[config.mk]
export PLATFORM = sky130hd
export DESIGN_NAME = stepper_pulse_sequencer
export DESIGN_NICKNAME = d
export VERILOG_FILES = /design/src/design/sps_pkg.sv /design/src/design/sps_front.sv /design/src/design/sps_fifo.sv /design/src/design/sps_back.sv /design/src/design/stepper_pulse_sequencer.sv
export SDC_FILE = /design/constraint.sdc
export NUM_CORES = 1
export LEC_CHECK = 0
export ABC_AREA = 1
export ABC_CLOCK_PERIOD_IN_PS = 7150
export BUFFER_PORTS_ARGS = -buffer_cell sky130_fd_sc_hd__buf_2
export CAP_MARGIN = 40
export CORE_MARGIN = 4
export CORE_UTILIZATION = 62
export CTS_CLUSTER_DIAMETER = 80
export DETAILED_ROUTE_END_ITERATION = 7
export GPL_ROUTABILITY_DRIVEN = 0
export PLACE_DENSITY_LB_ADDON = 0.08
export SYNTH_ARGS = -nofsm -noshare
export SYNTH_HDL_FRONTEND = slang
export SYNTH_SLANG_ARGS = --single-unit
[constraint.sdc]
create_clock -name clk_i -period 7.15 [get_ports clk_i]
set_clock_uncertainty 0.05 [all_clocks]
set_input_delay 0 -clock clk_i [delete_from_list [all_inputs] [get_ports clk_i]]
set_output_delay 0 -clock clk_i [all_outputs]
set_load 0.01 [all_outputs]
[src/design/sps_pkg.sv]
// ----------------------------------------------------------------------------
// Stepper pulse sequencer package
// Shared types, codes and widths of the stepper pulse sequencer.
// ----------------------------------------------------------------------------
package sps_pkg;

  localparam int unsigned QueueDepthDef = 16;
  localparam int unsigned CountWidthDef = 24;

  localparam int unsigned MoveW     = 24;
  localparam int unsigned InDataW   = 48;
  localparam int unsigned OutDataW  = 16;
  localparam int unsigned QueuedW   = 5;
  localparam int unsigned QueuedMax = 31;
  localparam int unsigned HalfPeriodRst = 5000;

  typedef enum logic {
    OP_TICK = 1'b0,
    OP_PUSH = 1'b1
  } op_e;

endpackage

[src/design/sps_front.sv]
// ----------------------------------------------------------------------------
// Stepper pulse sequencer front end
// Accepts input items, classifies them and clamps move fields to the counters.
// ----------------------------------------------------------------------------
module sps_front import sps_pkg::*; #(
  parameter int unsigned COUNT_WIDTH = CountWidthDef
) (
  input  logic                     s_axis_tvalid_i,
  output logic                     s_axis_tready_o,
  input  logic [InDataW-1:0]       s_axis_tdata_i,  // move_steps, move_half_period
  input  logic                     s_axis_tuser_i,  // operation
  input  logic                     q_ready_i,
  output logic                     q_valid_o,
  output logic [2*COUNT_WIDTH:0]   q_item_o
);

  localparam logic signed [32:0] SMax = (33'sd1 <<< (COUNT_WIDTH - 1)) - 33'sd1;
  localparam logic signed [32:0] SMin = -SMax - 33'sd1;
  localparam logic [32:0]        UMax = (33'd1 << COUNT_WIDTH) - 33'd1;

  logic signed [32:0] steps_ext;
  logic        [32:0] hp_ext;
  logic signed [32:0] steps_sat;
  logic        [32:0] hp_sat;
  op_e                op;

  always_comb begin
    steps_ext = 33'(signed'(s_axis_tdata_i[MoveW-1:0]));
    hp_ext    = 33'(s_axis_tdata_i[InDataW-1:MoveW]);
    if (steps_ext > SMax) begin
      steps_sat = SMax;
    end else if (steps_ext < SMin) begin
      steps_sat = SMin;
    end else begin
      steps_sat = steps_ext;
    end
    hp_sat = (hp_ext > UMax) ? UMax : hp_ext;
    op     = op_e'(s_axis_tuser_i);
  end

  assign s_axis_tready_o = q_ready_i;
  assign q_valid_o       = s_axis_tvalid_i;
  assign q_item_o        = {hp_sat[COUNT_WIDTH-1:0], steps_sat[COUNT_WIDTH-1:0], op};

endmodule

[src/design/sps_fifo.sv]
// ----------------------------------------------------------------------------
// Stepper pulse sequencer item queue
// Two-entry queue that decouples the front end from the execution unit.
// ----------------------------------------------------------------------------
module sps_fifo import sps_pkg::*; #(
  parameter int unsigned WIDTH = 2 * CountWidthDef + 1
) (
  input  logic             clk_i,
  input  logic             rst_ni,
  input  logic             wr_valid_i,
  output logic             wr_ready_o,
  input  logic [WIDTH-1:0] wr_data_i,
  output logic             rd_valid_o,
  input  logic             rd_ready_i,
  output logic [WIDTH-1:0] rd_data_o
);

  logic [WIDTH-1:0] slot_q [2];
  logic             wr_ptr_q, wr_ptr_d;
  logic             rd_ptr_q, rd_ptr_d;
  logic [1:0]       cnt_q, cnt_d;
  logic             wr_en, rd_en;

  assign wr_ready_o = (cnt_q != 2'd2);
  assign rd_valid_o = (cnt_q != 2'd0);
  assign rd_data_o  = slot_q[rd_ptr_q];
  assign wr_en      = wr_valid_i && wr_ready_o;
  assign rd_en      = rd_valid_o && rd_ready_i;

  always_comb begin
    wr_ptr_d = wr_en ? ~wr_ptr_q : wr_ptr_q;
    rd_ptr_d = rd_en ? ~rd_ptr_q : rd_ptr_q;
    cnt_d    = cnt_q + 2'(wr_en) - 2'(rd_en);
  end

  always_ff @(posedge clk_i or negedge rst_ni) begin
    if (!rst_ni) begin
      wr_ptr_q <= 1'b0;
      rd_ptr_q <= 1'b0;
      cnt_q    <= 2'd0;
    end else begin
      wr_ptr_q <= wr_ptr_d;
      rd_ptr_q <= rd_ptr_d;
      cnt_q    <= cnt_d;
    end
  end

  always_ff @(posedge clk_i) begin
    if (wr_en) begin
      slot_q[wr_ptr_q] <= wr_data_i;
    end
  end

endmodule

[src/design/sps_back.sv]
// ----------------------------------------------------------------------------
// Stepper pulse sequencer execution unit
// Holds the move queue and the step timing state and produces the result items.
// ----------------------------------------------------------------------------
module sps_back import sps_pkg::*; #(
  parameter int unsigned QUEUE_DEPTH = QueueDepthDef,
  parameter int unsigned COUNT_WIDTH = CountWidthDef
) (
  input  logic                    clk_i,
  input  logic                    rst_ni,
  input  logic                    q_valid_i,
  output logic                    q_ready_o,
  input  logic [2*COUNT_WIDTH:0]  q_item_i,
  output logic                    m_axis_tvalid_o,
  input  logic                    m_axis_tready_i,
  output logic [OutDataW-1:0]     m_axis_tdata_o
);

  localparam int unsigned CntW = $clog2(QUEUE_DEPTH + 1);
  localparam int unsigned PtrW = (QUEUE_DEPTH > 1) ? $clog2(QUEUE_DEPTH) : 1;
  localparam int unsigned CW   = COUNT_WIDTH;
  localparam logic [CW-1:0]   UMax  = {CW{1'b1}};
  localparam logic [CntW-1:0] Depth = CntW'(QUEUE_DEPTH);
  localparam logic [CW-1:0]   HpRst = (HalfPeriodRst > (2 ** CW - 1)) ? UMax
                                                                       : CW'(HalfPeriodRst);

  logic signed [CW-1:0] mem_steps [QUEUE_DEPTH];
  logic        [CW-1:0] mem_hp    [QUEUE_DEPTH];

  logic [PtrW-1:0]      head_q, head_d;
  logic [CntW-1:0]      count_q, count_d;
  logic signed [CW-1:0] rem_q, rem_d;
  logic [CW-1:0]        hp_q, hp_d;
  logic [CW-1:0]        elapsed_q, elapsed_d;
  logic                 step_q, step_d;
  logic                 dir_q, dir_d;
  logic signed [CW-1:0] hd_steps_q;
  logic [CW-1:0]        hd_hp_q;
  logic                 out_valid_q;
  logic [OutDataW-1:0]  out_data_q, out_data_d;

  op_e                  op;
  logic signed [CW-1:0] in_steps;
  logic [CW-1:0]        in_hp;
  logic                 go, push, tick, full, wr_en, dropped, done, fire;
  logic [PtrW-1:0]      head_nx, tail;
  logic [CntW:0]        tail_sum;
  logic signed [CW-1:0] rem_l;
  logic [CW-1:0]        hp_l, el_inc;
  logic [QueuedW-1:0]   queued;

  assign op       = op_e'(q_item_i[0]);
  assign in_steps = q_item_i[CW:1];
  assign in_hp    = q_item_i[2*CW:CW+1];

  assign q_ready_o = !out_valid_q || m_axis_tready_i;
  assign go        = q_valid_i && q_ready_o;
  assign push      = go && (op == OP_PUSH);
  assign tick      = go && (op == OP_TICK);
  assign full      = (count_q == Depth);
  assign wr_en     = push && !full;

  always_comb begin
    tail_sum = (CntW + 1)'(head_q) + (CntW + 1)'(count_q);
    if (tail_sum >= (CntW + 1)'(QUEUE_DEPTH)) begin
      tail_sum = tail_sum - (CntW + 1)'(QUEUE_DEPTH);
    end
    tail    = PtrW'(tail_sum);
    head_nx = (32'(head_q) == QUEUE_DEPTH - 1) ? '0 : head_q + PtrW'(1);
  end

  always_comb begin
    head_d    = head_q;
    count_d   = count_q;
    rem_d     = rem_q;
    hp_d      = hp_q;
    elapsed_d = elapsed_q;
    step_d    = step_q;
    dir_d     = dir_q;
    dropped   = 1'b0;
    done      = 1'b0;
    fire      = 1'b0;
    rem_l     = rem_q;
    hp_l      = hp_q;
    el_inc    = (elapsed_q == UMax) ? elapsed_q : elapsed_q + CW'(1);
    if (push) begin
      if (full) begin
        dropped = 1'b1;
      end else begin
        count_d = count_q + CntW'(1);
      end
    end else if (tick) begin
      if ((rem_q == '0) && (count_q != '0)) begin
        rem_l = hd_steps_q;
        hp_l  = hd_hp_q;
      end
      hp_d  = hp_l;
      rem_d = rem_l;
      fire  = (el_inc >= hp_l);
      elapsed_d = fire ? '0 : el_inc;
      if (fire) begin
        if (step_q) begin
          step_d = 1'b0;
        end else if (rem_l != '0) begin
          step_d = 1'b1;
          dir_d  = rem_l[CW-1];
          rem_d  = rem_l[CW-1] ? rem_l + CW'(1) : rem_l - CW'(1);
        end
      end
      if ((rem_d == '0) && (count_q != '0)) begin
        done    = 1'b1;
        head_d  = head_nx;
        count_d = count_q - CntW'(1);
      end
    end
    queued     = (32'(count_d) > QueuedMax) ? QueuedW'(QueuedMax) : QueuedW'(count_d);
    out_data_d = OutDataW'({done, dropped, queued, (rem_d != '0), dir_d, step_d});
  end

  always_ff @(posedge clk_i or negedge rst_ni) begin
    if (!rst_ni) begin
      head_q      <= '0;
      count_q     <= '0;
      rem_q       <= '0;
      hp_q        <= HpRst;
      elapsed_q   <= UMax;
      step_q      <= 1'b0;
      dir_q       <= 1'b0;
      out_valid_q <= 1'b0;
    end else begin
      head_q    <= head_d;
      count_q   <= count_d;
      rem_q     <= rem_d;
      hp_q      <= hp_d;
      elapsed_q <= elapsed_d;
      step_q    <= step_d;
      dir_q     <= dir_d;
      if (go) begin
        out_valid_q <= 1'b1;
      end else if (m_axis_tready_i) begin
        out_valid_q <= 1'b0;
      end
    end
  end

  // The head registers always mirror the queue entry at the head pointer.
  always_ff @(posedge clk_i) begin
    if (wr_en) begin
      mem_steps[tail] <= in_steps;
      mem_hp[tail]    <= in_hp;
    end
    if (wr_en && (count_q == '0)) begin
      hd_steps_q <= in_steps;
      hd_hp_q    <= in_hp;
    end else if (done) begin
      hd_steps_q <= mem_steps[head_nx];
      hd_hp_q    <= mem_hp[head_nx];
    end
    if (go) begin
      out_data_q <= out_data_d;
    end
  end

  assign m_axis_tvalid_o = out_valid_q;
  assign m_axis_tdata_o  = out_data_q;

endmodule

[src/design/stepper_pulse_sequencer.sv]
// ----------------------------------------------------------------------------
// Stepper pulse sequencer
// One step/direction channel that queues moves and times step pulses on ticks.
// An item taken passes through the two-entry queue and the back end's output
// register; its result item can then be taken. Throughput: one item per cycle,
// set by the back end, while m_axis_tready_i does not stall the result.
// Reset: asynchronous; queue empty, half period 5000 ticks, first tick fires.
// ----------------------------------------------------------------------------
module stepper_pulse_sequencer import sps_pkg::*; #(
  parameter int unsigned QUEUE_DEPTH = QueueDepthDef,
  parameter int unsigned COUNT_WIDTH = CountWidthDef
) (
  input  logic                clk_i,
  input  logic                rst_ni,
  input  logic                s_axis_tvalid_i,
  output logic                s_axis_tready_o,
  input  logic [InDataW-1:0]  s_axis_tdata_i,  // move_steps, move_half_period
  input  logic                s_axis_tuser_i,  // operation
  output logic                m_axis_tvalid_o,
  input  logic                m_axis_tready_i,
  output logic [OutDataW-1:0] m_axis_tdata_o   // step_level, dir_level, busy_res,
                                               // queued_moves, push_dropped, move_done
);

  localparam int unsigned ItemW = 2 * COUNT_WIDTH + 1;

  logic             f_valid, f_ready;
  logic [ItemW-1:0] f_item;
  logic             b_valid, b_ready;
  logic [ItemW-1:0] b_item;

  sps_front #(
    .COUNT_WIDTH(COUNT_WIDTH)
  ) u_front (
    .s_axis_tvalid_i(s_axis_tvalid_i),
    .s_axis_tready_o(s_axis_tready_o),
    .s_axis_tdata_i (s_axis_tdata_i),
    .s_axis_tuser_i (s_axis_tuser_i),
    .q_ready_i      (f_ready),
    .q_valid_o      (f_valid),
    .q_item_o       (f_item)
  );

  sps_fifo #(
    .WIDTH(ItemW)
  ) u_fifo (
    .clk_i     (clk_i),
    .rst_ni    (rst_ni),
    .wr_valid_i(f_valid),
    .wr_ready_o(f_ready),
    .wr_data_i (f_item),
    .rd_valid_o(b_valid),
    .rd_ready_i(b_ready),
    .rd_data_o (b_item)
  );

  sps_back #(
    .QUEUE_DEPTH(QUEUE_DEPTH),
    .COUNT_WIDTH(COUNT_WIDTH)
  ) u_back (
    .clk_i          (clk_i),
    .rst_ni         (rst_ni),
    .q_valid_i      (b_valid),
    .q_ready_o      (b_ready),
    .q_item_i       (b_item),
    .m_axis_tvalid_o(m_axis_tvalid_o),
    .m_axis_tready_i(m_axis_tready_i),
    .m_axis_tdata_o (m_axis_tdata_o)
  );

endmodule
Word level (Yosys, flattened, before mapping)

Memories as Yosys holds them, arrays and structs flattened.
Index checks and enable logic that the tools add are counted.

Equal/unequal tests: 4
$lt $le $gt $ge: 4
Multiplexer cells: 48
Add/subtract/negate cells: 10
Reduce and logical (&&, ||, !) cells: 22
Bitwise logic cells: 4

Operator list:

| kind                                                               | number |
|---|---|
| two-way mux 24 bit                                                 | 22 |
| zero test 24 bit                                                   | 2 |
| nonzero test 24 bit                                                | 2 |
| adder 24 x 1 -> 24 bit (second input constant)                     | 1 |
| adder 24 x 2 -> 24 bit (second input constant)                     | 1 |
| == test 24 bit (second input constant)                             | 1 |
| greater-or-equal comparator 24 bit                                 | 1 |
| > comparator 24 bit (second input constant)                        | 1 |
| less-than comparator 24 bit (second input constant)                | 1 |
| subtractor 24 x 2 -> 24 bit (second input constant)                | 1 |
| two-way mux 1 bit                                                  | 20 |
| two-way mux 5 bit                                                  | 4 |
| logical AND 1 bit                                                  | 8 |
| two-way mux 4 bit                                                  | 2 |
| adder 4 x 5 -> 6 bit                                               | 1 |
| greater-or-equal comparator 6 x 5 -> 1 bit (second input constant) | 1 |
| nonzero test 2 bit                                                 | 3 |
| adder 5 x 1 -> 5 bit (second input constant)                       | 1 |
| == test 5 bit (second input constant)                              | 1 |
| zero test 5 bit                                                    | 1 |
| nonzero test 5 bit                                                 | 1 |
| subtractor 5 x 1 -> 5 bit (second input constant)                  | 1 |
| adder 4 x 1 -> 4 bit (second input constant)                       | 1 |
| == test 4 bit (second input constant)                              | 1 |
| 9 further kinds                                                    | 13 |

Bits in registers: 146
Memories: 3
Input port bits: 53
Memory bits (writable): 866
Logic and storage cells: 110
Output and inout bits: 18

Memories:

| name             | depth | bits a word | read ports | clocked after memory_dff | write ports | RTL line       | RTL |
|---|---|---|---|---|---|---|---|
| u_back.mem_hp    | 16    | 24          | 1          | 0                        | 1           | sps_back.sv:28 | `logic [CW-1:0] mem_hp [QUEUE_DEPTH];` |
| u_back.mem_steps | 16    | 24          | 1          | 0                        | 1           | sps_back.sv:27 | `logic signed [CW-1:0] mem_steps [QUEUE_DEPTH];` |
| u_fifo.slot_q    | 2     | 49          | 1          | 0                        | 1           | sps_fifo.sv:18 | `logic [WIDTH-1:0] slot_q [2];` |

Depth between registers and ports, before layout

Depth after elaboration: 20
Gate-level depth with buffers: 40
Depth with buffers taken out: 40

Hierarchy

A second synthesis with hierarchy kept.

Cell total of the unflattened synthesis: 3743
Area, all modules: 43281.5 µm²

By module, submodules not included:

| module    | area an instance (µm²) | cells each | instances | sequential area each (µm²) |
|---|---|---|---|---|
| sps_back  | 39146.3                | 3404       | 1         | 26942.1 |
| sps_fifo  | 3842.4                 | 288        | 1         | 3042.9 |
| sps_front | 292.8                  | 51         | 1         | 0.0 |

Worst setup path after synthesis

OpenSTA, ideal clock, no wires.

Path kind: register to register
Start point: register u_back.elapsed_q[2]
End point: register u_back.hd_hp_q[0] (enable)
Required time: 6.693 ns
Setup slack: 1.387 ns
Stages on the path, launching flop included: 34
Arrival: 5.307 ns
Buffers on the path: 1
Library setup time: 0.407 ns
Path through: dfstp_2 > inv_1 > nor3_1 > inv_1 > nor2_1 > inv_1 > nor2_1 > inv_1 > nor2_1 > inv_1 > nor2_1 > nand4_1 > nor4_1 > nand3_1 > nor2_1 > xor2_1 > ha_1 > nand2_1 > inv_1 > nand3_1 > nor3_1 > nand4_1 > nand4_1 > inv_1 > nor2_4 > buf_6 > nand3_1 > o21ai_1 > nand3_1 > nor2_4 > nand2_4 > nor2_8 > inv_4 > nand2_1

Word-level cells in the longest chain between the ends: 12

RTL lines:

| element                                                         | RTL line        | RTL |
|---|---|---|
| from (decl)                                                     | sps_back.sv:34  | `logic [CW-1:0] elapsed_q, elapsed_d;` |
| from (signal assigned)                                          | sps_back.sv:126 | `elapsed_q <= UMax;` |
| from (signal assigned)                                          | sps_back.sv:135 | `elapsed_q <= elapsed_d;` |
| adder 24 x 1 -> 24 bit / == test 24 bit (equally long branches) | sps_back.sv:85  | `el_inc = (elapsed_q == UMax) ? elapsed_q : elapsed_q + CW'(1);` |
| two-way mux 24 bit (*)                                          | sps_back.sv:85  |  |
| greater-or-equal comparator 24 bit (*)                          | sps_back.sv:99  | `fire = (el_inc >= hp_l);` |
| two-way mux 24 bit (*)                                          | sps_back.sv:101 | `if (fire) begin` |
| two-way mux 24 bit (*)                                          | sps_back.sv:92  | `end else if (tick) begin` |
| two-way mux 24 bit (*)                                          | sps_back.sv:86  | `if (push) begin` |
| zero test 24 bit (*)                                            | sps_back.sv:110 | `if ((rem_d == '0) && (count_q != '0)) begin` |
| logical AND 1 bit (*)                                           | sps_back.sv:110 |  |
| two-way mux 1 bit (*)                                           | sps_back.sv:110 |  |
| two-way mux 1 bit (*)                                           | sps_back.sv:92  |  |
| two-way mux 1 bit (*)                                           | sps_back.sv:86  |  |
| net u_back.done                                                 | sps_back.sv:45  | `logic go, push, tick, full, wr_en, dropped, done, fire;` |
| nonzero test 2 bit (no source line) (*)                         | n/a             |  |
| to (signal assigned)                                            | sps_back.sv:154 | `hd_hp_q <= in_hp;` |
| to (signal assigned)                                            | sps_back.sv:157 | `hd_hp_q <= mem_hp[head_nx];` |
| to (decl)                                                       | sps_back.sv:38  | `logic [CW-1:0] hd_hp_q;` |

Mark *: on every way through the listed nets, which the timed path passes. The rest lies on a longest branch. The select of a mux whose other input is x is not followed.
A chain may end at the register's enable or synchronous reset.

Final worst setup path

Start point: register u_back.elapsed_q[2]
End point: register u_back.hd_steps_q[17] (enable)

Word-level cells in the longest chain between the ends: 12

RTL lines:

| element                                                         | RTL line        | RTL |
|---|---|---|
| adder 24 x 1 -> 24 bit / == test 24 bit (equally long branches) | sps_back.sv:85  |  |
| two-way mux 24 bit (*)                                          | sps_back.sv:85  |  |
| greater-or-equal comparator 24 bit (*)                          | sps_back.sv:99  |  |
| two-way mux 24 bit (*)                                          | sps_back.sv:101 |  |
| two-way mux 24 bit (*)                                          | sps_back.sv:92  |  |
| two-way mux 24 bit (*)                                          | sps_back.sv:86  |  |
| zero test 24 bit (*)                                            | sps_back.sv:110 |  |
| logical AND 1 bit (*)                                           | sps_back.sv:110 |  |
| two-way mux 1 bit (*)                                           | sps_back.sv:110 |  |
| two-way mux 1 bit (*)                                           | sps_back.sv:92  |  |
| two-way mux 1 bit (*)                                           | sps_back.sv:86  |  |
| net u_back.done                                                 | sps_back.sv:45  |  |
| nonzero test 2 bit (no source line) (*)                         | n/a             |  |
| to (signal assigned)                                            | sps_back.sv:153 | `hd_steps_q <= in_steps;` |
| to (signal assigned)                                            | sps_back.sv:156 | `hd_steps_q <= mem_steps[head_nx];` |
| to (decl)                                                       | sps_back.sv:37  | `logic signed [CW-1:0] hd_steps_q;` |

Marks and branches as above.

==> flow_summary.ini <==
[status]
status = complete, no violations

[power]
power_frac_seq_pct = 43.6
power_frac_comb_pct = 28.6
netSwitchingFraction_pct = 34.4
cellPowerDensity_nw_per_um2 = 393
p_sw_w = 0.00659
power.internal_w = 0.0126
p_clk_share_pct = 27.8
ir_drop_uv = 356
p_leak_nw = 17.4
fin_total_pwr_w = 0.0192

[sta]
finalCritPeriodShare_pct = 86.8
fmax_mhz = 161
setup_viol = 0
tightestPinTransition_ns = 0.940
period_needed_ns = 6.21
fin_ws_ns = 0.943
hold_violations = 0
drv_slew = 0
rsz0062_at_grt = false
slew_headroom_pct = 37.3
tns_ns = 0

[clocking]
clock_path_buffers = 3
clkTransAtPathRegs_ns = 0.06
cts_buffers = 102
cts_sinks = 1012
cts-htree-levels = 3
cts_resized = 0
clock_latency_ns = 0.65
root_buffer = clkbuf_16
cts_tree = yes

[drt]
vias_per_cell = 6.20
ant_nets = 0
drt_wl_total_um = 114000
first_pass_iters = 8
drt_iter0_markers = 3737
drc = 0
dr_total_vias = 30200
avgRoutedWirePerCell_um = 23.4

[setup_path]
r2r_cells = 35
cp.required_ns = 7.36
r2r_slack_ns = 0.94
r2r-end = u_back.hd_steps_q[17]$_DFFE_PP_
critical_path_arrival_ns = 6.42
crit_top_cell = inv_1
slowest_stage = dfstp_2
r2r-start = u_back.elapsed_q[2]$_DFFE_PN1P_
worstPathMaxFanout = 48
setup.worst_path.end_class = flop
start_kind = flop
worstSetupPathType = flop to flop
max_stage_delay_ns = 0.56

[grt]
grt_pass1_wl_um = 172000
antenna_found_initial = 6
grt_usage_pct = 30.4
grt_pass1_vias = 29200
grt_max_degree = 214
grt.overflow.total = 0

[final_layout]
layout-drive-gt1-share_pct = 10.2
finalNonFillerCells = 4868
synthToLayoutAreaGrowth_pct = 12.4
fill_cells = 4723
finalNetCount = 3943

[die]
coreArea_um2 = 68900
dieArea_um2 = 74200
die_y_um = 272
die_w_um = 272
initial_core_util_pct = 62.8
num_io_pins = 71
rows = 96

[placed_design]
dpl.hpwl_um = 64900
dp.cells = 4619
dp_slack_ns = 0.978
port_buffers = 64

[yosys]
syn_inst = 3792
ys_ff_latch = 1012
synth_top_area_share_pct = 64.1
synthTopCellsByArea = edfxtp_1 64%, nand2_1 6.6%, o21ai_0 5.0%, nor2_1 4.1%, dfrtp_1 3.4%
synth_area_leader_cell = edfxtp_1
netlist_area_um2 = 43300
ys.flop_type = edfxtp_1
yosysWarnings = 0
avgSynthCellArea_um2 = 11.4
synth-async-reset-ratio_pct = 8.70
synth-seq-area-share_pct = 69.2
ys_types = 60
synth_edf_count = 924

[min_path]
whs_path_depth = 2
hold_class = primary input to flop
holdPathEnd = u_fifo.slot_q[1][12]$_DFFE_PP_
hp-start = s_axis_tdata_i[11]

[run]
maxCapViolCount = 0
## how the worst max path moves through the flow
stage                                    startpoint                               to  slack [ns]  depth (start not counted)
finish              u_back.elapsed_q[2]$_DFFE_PN1P_  u_back.hd_steps_q[17]$_DFFE_PP_        0.94                         35
global route        u_back.elapsed_q[2]$_DFFE_PN1P_  u_back.hd_steps_q[17]$_DFFE_PP_        0.25                         35
CTS                 u_back.elapsed_q[2]$_DFFE_PN1P_     u_back.hd_hp_q[19]$_DFFE_PP_        0.92                         35
detailed placement  u_back.elapsed_q[2]$_DFFE_PN1P_     u_back.hd_hp_q[12]$_DFFE_PP_        0.98                         35
global placement    u_back.elapsed_q[2]$_DFFE_PN1P_      u_back.hd_hp_q[4]$_DFFE_PP_        1.10                         35
floorplan           u_back.elapsed_q[2]$_DFFE_PN1P_      u_back.hd_hp_q[0]$_DFFE_PP_        1.39                         33
## cell usage in the layout (no fill, tap or decap), drive strengths merged, types with 9 or more instances in the layout
| master | count |
|---|---|
| a31oi | 22 |
| edfxtp | 924 |
| buf | 127 |
| nor4 | 11 |
| nor3 | 15 |
| o22ai | 141 |
| clkinv | 43 |
| a221oi | 12 |
| a22o | 19 |
| bufinv | 9 |
| nand3 | 161 |
| o21ai | 445 |
| dfstp | 29 |
| dfrtp | 59 |
| ha | 37 |
| mux2i | 23 |
| o211ai | 13 |
| dlygate4sd3 | 59 |
| clkbuf | 135 |
| a21oi | 79 |
| inv | 165 |
| xor2 | 26 |
| o221ai | 35 |
| nand4 | 15 |
| nor2 | 491 |
| nand2 | 797 |
## through the flow
step,hold slack [ns],utilization (%),area [µm²]
floorplan,-0.346,-,43300
global placement,-0.0343,64.5,44500
detailed placement,-0.0284,64.8,44700
CTS,0.00000400,70.6,48700
global route,0.0296,70.6,48700
finish,0.0316,70.6,48700
## state kept, by name (all words and copies together) (netlist names)
name,flops
u_fifo.rd_ptr_q,1
u_back.head_q,4
u_back.m_axis_tvalid_o,1
u_back.rem_q,24
u_back.hp_q,24
u_back.hd_steps_q,24
u_back.mem_steps,384
u_fifo.wr_ptr_q,1
u_back.m_axis_tdata_o,10
u_back.dir_q,1
u_back.mem_hp,384
u_back.elapsed_q,24
u_fifo.slot_q,98
u_back.step_q,1
u_back.hd_hp_q,24
u_fifo.cnt_q,2
u_back.count_q,5
## Yosys cell counts (7+ instances only)
library cell	count
edfxtp_1	924
nand2_1	763
nor2_1	471
o21ai_0	437
clkbuf_1	200
inv_1	158
nand3_1	157
o22ai_1	141
a21oi_1	78
dfrtp_1	59
ha_1	37
o221ai_1	35
dfstp_2	29
nand2_2	29
xor2_1	26
mux2i_1	23
a31oi_1	22
a22o_1	19
nor3_1	15
buf_1	14
nand4_1	14
o211ai_1	13
a221oi_1	12
nor2_2	12
nor4_1	11
buf_6	10
a21o_1	7
a311oi_1	7
buf_4	7
## layer usage
metal / part of all wire, % / GRT usage [%] / up-vias
li1: - / - / 13600
met3: 10 / 5.60 / 256
met1: 39 / 43.0 / 14700
met5: 0.024 / 0 / -
met4: 2.9 / 9.93 / 4
met2: 47 / 48.5 / 1639
## kinds of logic (layout without fill, tap and decap cells)
kind of cell / Yosys count / in the layout / synth area share, %
xor gates and xnor gates: 30 / 30 / 0.607
AOI/OAI and AO/OA: 790 / 790 / 10.5
buffers and inverters: 402 / 539 / 3.82
adders and majority gates: 38 / 38 / 1.11
DFF: 1012 / 1012 / 69.2
and+or+nand+nor: 1496 / 1496 / 14.2
muxes: 23 / 23 / 0.531
other: 1 / 9 / 0.00866
## worst max-delay path, delay by kind of cell, from the launching register on
family | cells | cell delay [ns]
buf+inv | 9 | 1.04
simple gates | 24 | 3.75
xor+xnor | 1 | 0.10
flops | 1 | 0.56
fa+ha+maj | 1 | 0.30
## layout make-up
type                            count  area, µm²  share of cell area (%)
Clock inverter                     51        495                    1.02
Inverter                          167        641                    1.32
Antenna cell                        3       7.51                  0.0154
Multi-Input combinational cell   2383      11900                    24.4
Timing Repair Buffer              186       1630                    3.34
Sequential cell                  1012      30000                    61.6
Tap cell                          931       1160                    2.39
Clock buffer                      135       2880                    5.91
## power groups by stage
stage / registers (W) / logic, W / clock network, W
3_5_place_dp: 0.00847 / 0.00533 / 0
4_1_cts: 0.00835 / 0.00538 / 0.00536
3_3_place_gp: 0.00844 / 0.00509 / 0
5_1_grt: 0.00841 / 0.00602 / 0.00563
6_report: 0.00836 / 0.00547 / 0.00532
2_1_floorplan: 0.00842 / 0.00361 / 0
## what timing repair did
item                      4_1_cts  5_1_grt
hold buffers                   59        0
buffers inserted                0        0
hold endpoints to repair      189        0
Power figures use the tool's default switching activity.
